**src/rtl/hbl_pkg.sv**
```systemverilog
`default_nettype none
package hbl_pkg;

   localparam int SLOTS = 8;
   localparam int SLOT_W = 3;
   localparam int NUM_BUCKETS = 1024;
   localparam int BUCKET_W = 10;
   localparam int KEY_W = 160;
   localparam int NB_W = 11;
   localparam int CS_W = 21;
   localparam int LOC_W = 33;
   localparam int CNT_W = 10;

   localparam logic [31:0] HASH_SEED = 32'd2;
   localparam logic [31:0] FP_BYTES = 32'd20;
   localparam logic [31:0] MIX_C1 = 32'hcc9e2d51;
   localparam logic [31:0] MIX_C2 = 32'h1b873593;
   localparam logic [31:0] MIX_ADD = 32'he6546b64;
   localparam logic [31:0] FMIX_C1 = 32'h85ebca6b;
   localparam logic [31:0] FMIX_C2 = 32'hc2b2ae35;
   localparam logic [NB_W-1:0] MAX_NB = NB_W'(NUM_BUCKETS);
   localparam logic [CS_W-1:0] MAX_CS = CS_W'(1048576);
   localparam logic [NB_W-1:0] RESET_NB = NB_W'(1024);
   localparam logic [CS_W-1:0] RESET_CS = CS_W'(4096);

   localparam logic REG_BUCKET_COUNT = 1'b0;
   localparam logic REG_CHUNK_SIZE = 1'b1;

   typedef enum logic [3:0] {
      ST_CLEAR, ST_IDLE, ST_MIX1, ST_MIX2, ST_MIX3, ST_FIN1, ST_FIN2, ST_FIN3,
      ST_DIV, ST_READ, ST_DECIDE, ST_WRITE
   } state_type;

   typedef enum logic [3:0] {
      OP_NONE, OP_CLEAR, OP_LOAD, OP_MIX1, OP_MIX2, OP_MIX3, OP_FIN1, OP_FIN2,
      OP_FIN3, OP_DIV, OP_READ, OP_DECIDE, OP_WRITE
   } op_type;

   typedef struct packed {
      op_type op;
      logic [CNT_W-1:0] cnt;
   } cmd_type;

   typedef struct packed {
      logic rsp_busy;
   } status_type;

   typedef struct packed {
      logic valid;
      logic [SLOT_W-1:0] rank;
      logic [KEY_W-1:0] key;
   } slot_type;

   typedef slot_type [SLOTS-1:0] row_type;

endpackage
`default_nettype wire

```
**src/rtl/hbl_ctrl.sv**
```systemverilog
`default_nettype none
module hbl_ctrl (
   input  wire logic clock,
   input  wire logic reset,
   input  wire logic req_tvalid,
   output logic req_tready,
   input  wire hbl_pkg::status_type status,
   output hbl_pkg::cmd_type cmd
);
   import hbl_pkg::*;

   state_type state_ff, state_in;
   logic [CNT_W-1:0] cnt_ff, cnt_in;

   always_ff @(posedge clock) begin
      if (reset) begin
         state_ff <= ST_CLEAR;
         cnt_ff <= '0;
      end else begin
         state_ff <= state_in;
         cnt_ff <= cnt_in;
      end
   end

   always_comb begin
      state_in = state_ff;
      cnt_in = cnt_ff;
      unique case (state_ff)
         ST_CLEAR: begin
            cnt_in = cnt_ff + 1'b1;
            if (cnt_ff == CNT_W'(NUM_BUCKETS - 1)) begin
               state_in = ST_IDLE;
               cnt_in = '0;
            end
         end
         ST_IDLE: begin
            if (req_tvalid) begin
               state_in = ST_MIX1;
               cnt_in = '0;
            end
         end
         ST_MIX1: state_in = ST_MIX2;
         ST_MIX2: state_in = ST_MIX3;
         ST_MIX3: begin
            if (cnt_ff == CNT_W'(4)) begin
               state_in = ST_FIN1;
               cnt_in = '0;
            end else begin
               state_in = ST_MIX1;
               cnt_in = cnt_ff + 1'b1;
            end
         end
         ST_FIN1: state_in = ST_FIN2;
         ST_FIN2: state_in = ST_FIN3;
         ST_FIN3: begin
            state_in = ST_DIV;
            cnt_in = '0;
         end
         ST_DIV: begin
            cnt_in = cnt_ff + 1'b1;
            if (cnt_ff == CNT_W'(31)) begin
               state_in = ST_READ;
               cnt_in = '0;
            end
         end
         ST_READ: state_in = ST_DECIDE;
         ST_DECIDE: state_in = ST_WRITE;
         ST_WRITE: begin
            if (!status.rsp_busy) state_in = ST_IDLE;
         end
         default: state_in = ST_CLEAR;
      endcase
   end

   always_comb begin
      req_tready = 1'b0;
      cmd.cnt = cnt_ff;
      cmd.op = OP_NONE;
      unique case (state_ff)
         ST_CLEAR: cmd.op = OP_CLEAR;
         ST_IDLE: begin
            req_tready = 1'b1;
            cmd.op = req_tvalid ? OP_LOAD : OP_NONE;
         end
         ST_MIX1: cmd.op = OP_MIX1;
         ST_MIX2: cmd.op = OP_MIX2;
         ST_MIX3: cmd.op = OP_MIX3;
         ST_FIN1: cmd.op = OP_FIN1;
         ST_FIN2: cmd.op = OP_FIN2;
         ST_FIN3: cmd.op = OP_FIN3;
         ST_DIV: cmd.op = OP_DIV;
         ST_READ: cmd.op = OP_READ;
         ST_DECIDE: cmd.op = OP_DECIDE;
         ST_WRITE: cmd.op = status.rsp_busy ? OP_NONE : OP_WRITE;
         default: cmd.op = OP_NONE;
      endcase
   end
endmodule
`default_nettype wire

```
**config.mk**
```make
export PLATFORM = sky130hd
export DESIGN_NAME = hbl_ctrl
export DESIGN_NICKNAME = d
export VERILOG_FILES = /design/src/rtl/hbl_pkg.sv /design/src/rtl/hbl_ctrl.sv
export SDC_FILE = /design/constraint.sdc
export NUM_CORES = 1
export LEC_CHECK = 0
export BUFFER_PORTS_ARGS = -buffer_cell sky130_fd_sc_hd__clkbuf_2
export CORE_MARGIN = 1
export CORE_UTILIZATION = 25
export CTS_CLUSTER_SIZE = 14
export DETAILED_ROUTE_END_ITERATION = 10
export SLEW_MARGIN = 5
export SYNTH_ARGS = -nofsm -noshare
export SYNTH_HDL_FRONTEND = slang
export SYNTH_SLANG_ARGS = --single-unit
```
**constraint.sdc**
```tcl
create_clock -name clock -period 2.1 [get_ports clock]
set_input_delay 0.42 -clock clock [delete_from_list [all_inputs] [get_ports clock]]
set_output_delay 0.42 -clock clock [all_outputs]
set_load 0.02 [all_outputs]
```
After elaboration in Yosys (flattened, before gate mapping)
Index checks and enable logic that the tools add are counted.

Add/subtract/negate cells: 1. Equal/unequal tests: 18. Mux-type cells: 15. Reduce and logical (&&, ||, !) cells: 4.

Operators with widths (count): $pmux 4 s12 (2); $pmux 10 s5 (1); $mux 10 (4); $mux 4 (5); $eq 4x3->1 const B (4); $eq 4x4->1 const B (4); $add 10x1->10 const B (1); $eq 10x10->1 const B (1); $eq 10x3->1 const B (1); $eq 10x5->1 const B (1); $eq 4x2->1 const B (2); $ne 2x2->1 const B (4); $reduce_bool 5->1 (1); $eq 4x1->1 const B (1); $logic_not 4->1 (1); $reduce_and 4->1 (1); $mux 3 (1); $mux 2 (1); $reduce_and 2->1 (1); $mux 1 (1).

Flip-flop bits (word level): 14. Input port bits: 4. Output and inout port bits: 15. Word-level logic and storage cells: 40.

Depth between registers and ports, before layout
Depth in word-level cells: 3. Depth in mapped cells: 8. Gate-level depth less buffers: 7.

Worst setup path before layout
No wires, ideal clock.

Kind: register -> register. Start point: register state_ff[2]. End point: register cnt_ff[5]. Setup time: 0.139 ns. Arrival time: 2.096 ns. Required time: 1.961 ns. Path slack: -0.135 ns. Cell stages (with the launch flop): 8. Path buffers: 2. Clock period less this slack: 2.235 ns. Path through: dfxtp_1 > buf_4 > nor4b_1 > nor3_1 > a22o_1 > buf_4 > nand3_4 > o311ai_2.

Word-level cells in the longest chain between the ends: 3. Elaborated cells between the ends (all ways): 9. Those cells by class: eq/ne (5); mux (1); reduce/logical (3).

Ends and longest elaborated chain: from (decl) (line hbl_ctrl.sv:12) `state_type state_ff, state_in;`; from (signal assigned) (line hbl_ctrl.sv:20) `state_ff <= state_in;`; $eq 4x4->1 (tied with other cells) (line hbl_ctrl.sv:28) `unique case (state_ff)`; $reduce_bool 5->1 (no line) or $ne 2x2->1 (tied branches); $reduce_and 2->1 (no line); to (signal assigned) (line hbl_ctrl.sv:21) `cnt_ff <= cnt_in;`; to (decl) (line hbl_ctrl.sv:13) `logic [CNT_W-1:0] cnt_ff, cnt_in;`.

Several ways; a longest one is shown, not always the timed one. A chain may end at the register's enable or synchronous reset.

Worst setup path in the final report
Start point: register cnt_ff[0]. End point: register cnt_ff[6].

Word-level cells in the longest chain between the ends: 3. Elaborated cells between the ends (all ways): 8. Those cells by class: add/sub (1); eq/ne (3); mux (4).

Ends and longest elaborated chain (line): $add 10x1->10 (tied with other cells) (hbl_ctrl.sv:30, hbl_ctrl.sv:50, hbl_ctrl.sv:60); $mux 10 (on tied branches) (hbl_ctrl.sv:61, hbl_ctrl.sv:45, hbl_ctrl.sv:31); $pmux 10 s5 (*) (hbl_ctrl.sv:28).

Every way passes the cells marked *; elsewhere a longest branch is shown, timed or not.

==> impl_results.md <==
- Largest net degree at the start of global routing: 14
- Final wirelength: 2610 microns
- Post-DP HPWL: 1860 microns
- Vias per Instance: 5.35
- Worst setup EP type: register
- Ys Warns: 0
- Cell Rows: 23
- Simple-gate share of the synthesized area: 37.9%
- Final hold violations: 0
- Final Skew: 3.21 ps
- Worst Max-Slew Pin Slew: 546 ps
- Fin nets: 163
- Status: finished, final reports clean
- Startpoint Class: register
- Met2 WL post-DR: 1240 microns
- Gr ovfl total: 0
- Placed insts: 202
- Share of cells above drive strength 1: 27.7%
- DP Area: 1230 sq um
- Antenna violations before repair: 0
- Max-slew violation count: 0
- Top sig layer: met4
- CP required: 2260 ps
- Port Buffer Count: 18
- Final worst slack: 146 ps
- Mapped Cells: 138
- CP peak stage delay: 410 ps
- Final setup vio count: 0
- Distinct cells, synth: 42
- Post-Syn Area: 1070 sq um
- Crit path time final: 1950 ps
- Number of global-route vias before repair: 945
- Compound-gate portion of the synthesized area: 24.5%
- H-tree Lvls: 1
- Fin crit share: 93.1%
- Worst hold margin: 510 ps
- Clk slew on worst S/H paths: 60 ps
- Routed via count: 1096
- Post-layout util: 31.8%
- Most frequent cells in the layout: 18 x nand2_1, 18 x clkbuf_2, 13 x dfxtp_1
- Synthesized Nets: 144
- Leakage dissipation: 0.492 nW
- Post-synthesis adder-cell area fraction: 2.33%
- Die Span Y: 67.5 microns
- Layout area overhead: 20.4%
- Layout Cells excl Fill: 205
- PD cells: 592 nW/um^2
- Routed Antenna Nets: 0
- Die W: 67.5 microns
- Clk Latency, worst-skew pair: 250 ps
- Final instance area: 1290 sq um
- Syn Area/Cell: 7.77 sq um
- ANT cells: 0
- Slew headroom: 63.2%
- DRC viols: 0
- Setup WS pre-CTS: 163 ps
- Critical path cell sequence: ha_1 > and3_1 > nand4b_1 > a22o_1 > nand3_4 > o311ai_2
- Crit-path slowest cell: a22o_1
- CTS max path bufs: 2
- Arrival time worst endpoint: 2110 ps
- Drt first pass iters: 4
- Core footprint: 4060 sq um
- First-pass GRT wire length: 4320 microns
- XOR/XNOR share of the synthesized area: 0.817%
- CTS tree: built
- Unrepaired setup endpoints after global routing: false
- FF+latch count, synth: 14
- Total power: 764 uW
- Peak supply drop: 216 uV
- Largest family of logic cells by synthesized area: simple AND/OR/NAND/NOR gates
- I/O pin cnt: 19
- Setup tns final: 0 ps
- Max Clock Freq: 512 MHz
- All-Layer GR Usage: 12.4%
- Fill count: 417
- Root buffer cell: clkbuf_8
- TritonCTS Sinks: 14
- Sequential area share after synthesis: 26.1%
- Max_cap viols: 0
- Worst hold-check path type: primary input to register
- WL met1: 1240 microns
- Wire length on met3: 98 microns
- Die ar.: 4550 sq um
- Crit Path Class: register to register
- Starting DRT DRC Count: 45
- Post-synthesis mux area share: 0%
- Clock buffer count from CTS: 3
- DR WL/cell: 12.7 microns
- Crit-path max FO: 10
- GP Congestion: 0.832
- Starting Density: 26.4%
## Yosys cell counts
| master | count | share of area [%] |
|---|---|---|
| buf_4 | 2 | 1.4 |
| a21o_1 | 2 | 1.4 |
| ha_1 | 2 | 2.3 |
| nor4_1 | 3 | 1.8 |
| a21oi_1 | 7 | 3.3 |
| nor2b_1 | 1 | 0.58 |
| inv_1 | 7 | 2.5 |
| nand3b_1 | 2 | 1.4 |
| nor3_1 | 3 | 1.4 |
| a311oi_1 | 1 | 0.82 |
| nand4_1 | 8 | 4.7 |
| a22o_1 | 1 | 0.82 |
| or3_1 | 4 | 2.3 |
| nor4bb_1 | 1 | 0.93 |
| buf_6 | 1 | 1.1 |
| and4b_1 | 1 | 0.93 |
| o221ai_1 | 1 | 0.82 |
| nand2b_1 | 1 | 0.58 |
| or4b_1 | 1 | 0.93 |
| nand2_1 | 18 | 6.3 |
| o22ai_1 | 1 | 0.58 |
| o311ai_2 | 4 | 6.1 |
| nor4b_2 | 1 | 1.4 |
| nand3_1 | 8 | 3.7 |
| nor4b_1 | 2 | 1.6 |
| and3b_1 | 1 | 0.82 |
| o211ai_1 | 1 | 0.70 |
| and3_1 | 1 | 0.58 |
| nand4b_1 | 3 | 2.5 |
| clkbuf_1 | 6 | 2.1 |
| nor2_1 | 6 | 2.1 |
| o31ai_1 | 2 | 1.4 |
| buf_1 | 1 | 0.35 |
| a31oi_1 | 3 | 1.8 |
| xnor2_1 | 1 | 0.82 |
| or2_2 | 3 | 1.8 |
| nand3_4 | 1 | 1.6 |
| a31oi_4 | 1 | 2.0 |
| buf_2 | 2 | 0.93 |
| a211oi_1 | 3 | 2.1 |
| o21ai_0 | 6 | 2.8 |
| dfxtp_1 | 14 | 26 |
## kinds of logic (layout without fill, tap and decap cells)
| family | count (synthesis) | count (layout) |
|---|---|---|
| XOR/XNOR | 1 | 1 |
| AND/OR/NAND/NOR | 69 | 69 |
| AO/OA/AOI/OAI | 33 | 33 |
| buffers and inverters | 19 | 36 |
| adder cells (fa/ha/maj) | 2 | 2 |
| flip-flops | 14 | 14 |
## sequential cells by signal (all words and copies together) (netlist names)
| signal | flops |
|---|---|
| state_ff | 4 |
| cnt_ff | 10 |
## final timing paths
kind	start	end	slack, ps	cells after the start
hold / removal	reset	state_ff[3]	510	2
hold reg to reg	cnt_ff[1]	cnt_ff[1]	550	2
setup / recovery	cnt_ff[0]	cnt_ff[6]	150	6
setup reg to reg	cnt_ff[0]	cnt_ff[6]	150	6
## routing by layer
metal	vias to the layer above	GRT usage, %
met4	0	3.46
li1	554	-
met2	17	19.2
met5	-	0
met1	520	17.2
met3	5	2.70
## layout make-up
type	instances	area (sq um)	share of cell area, %
clock buffer	3	41.3	3.20
multi-input combinational	105	729	56.5
timing repair buffer	26	150	11.6
tap	50	62.6	4.84
sequential	14	282	21.8
inverter	7	26.3	2.03
## critical path, delay by kind of cell (launching register included)
family / cells / cell delay, ps
adder cells (fa/ha/maj): 1 / 250
flip-flops: 1 / 360
AND/OR/NAND/NOR: 3 / 560
AO/OA/AOI/OAI: 2 / 690
## repair_timing
item                       4_1_cts  5_1_grt
resized for setup                0        4
buffers inserted                 0        0
hold buffers                     0        0
setup endpoints to repair        0        8
## power by group
group / switching (mW) / leakage (nW) / internal (mW)
Sequential: 0.0311 / 0.114 / 0.284
Clock: 0.0994 / 0.0216 / 0.127
Combinational: 0.137 / 0.356 / 0.0856
Total: 0.267 / 0.492 / 0.497
(Power assumes the default switching activity.)
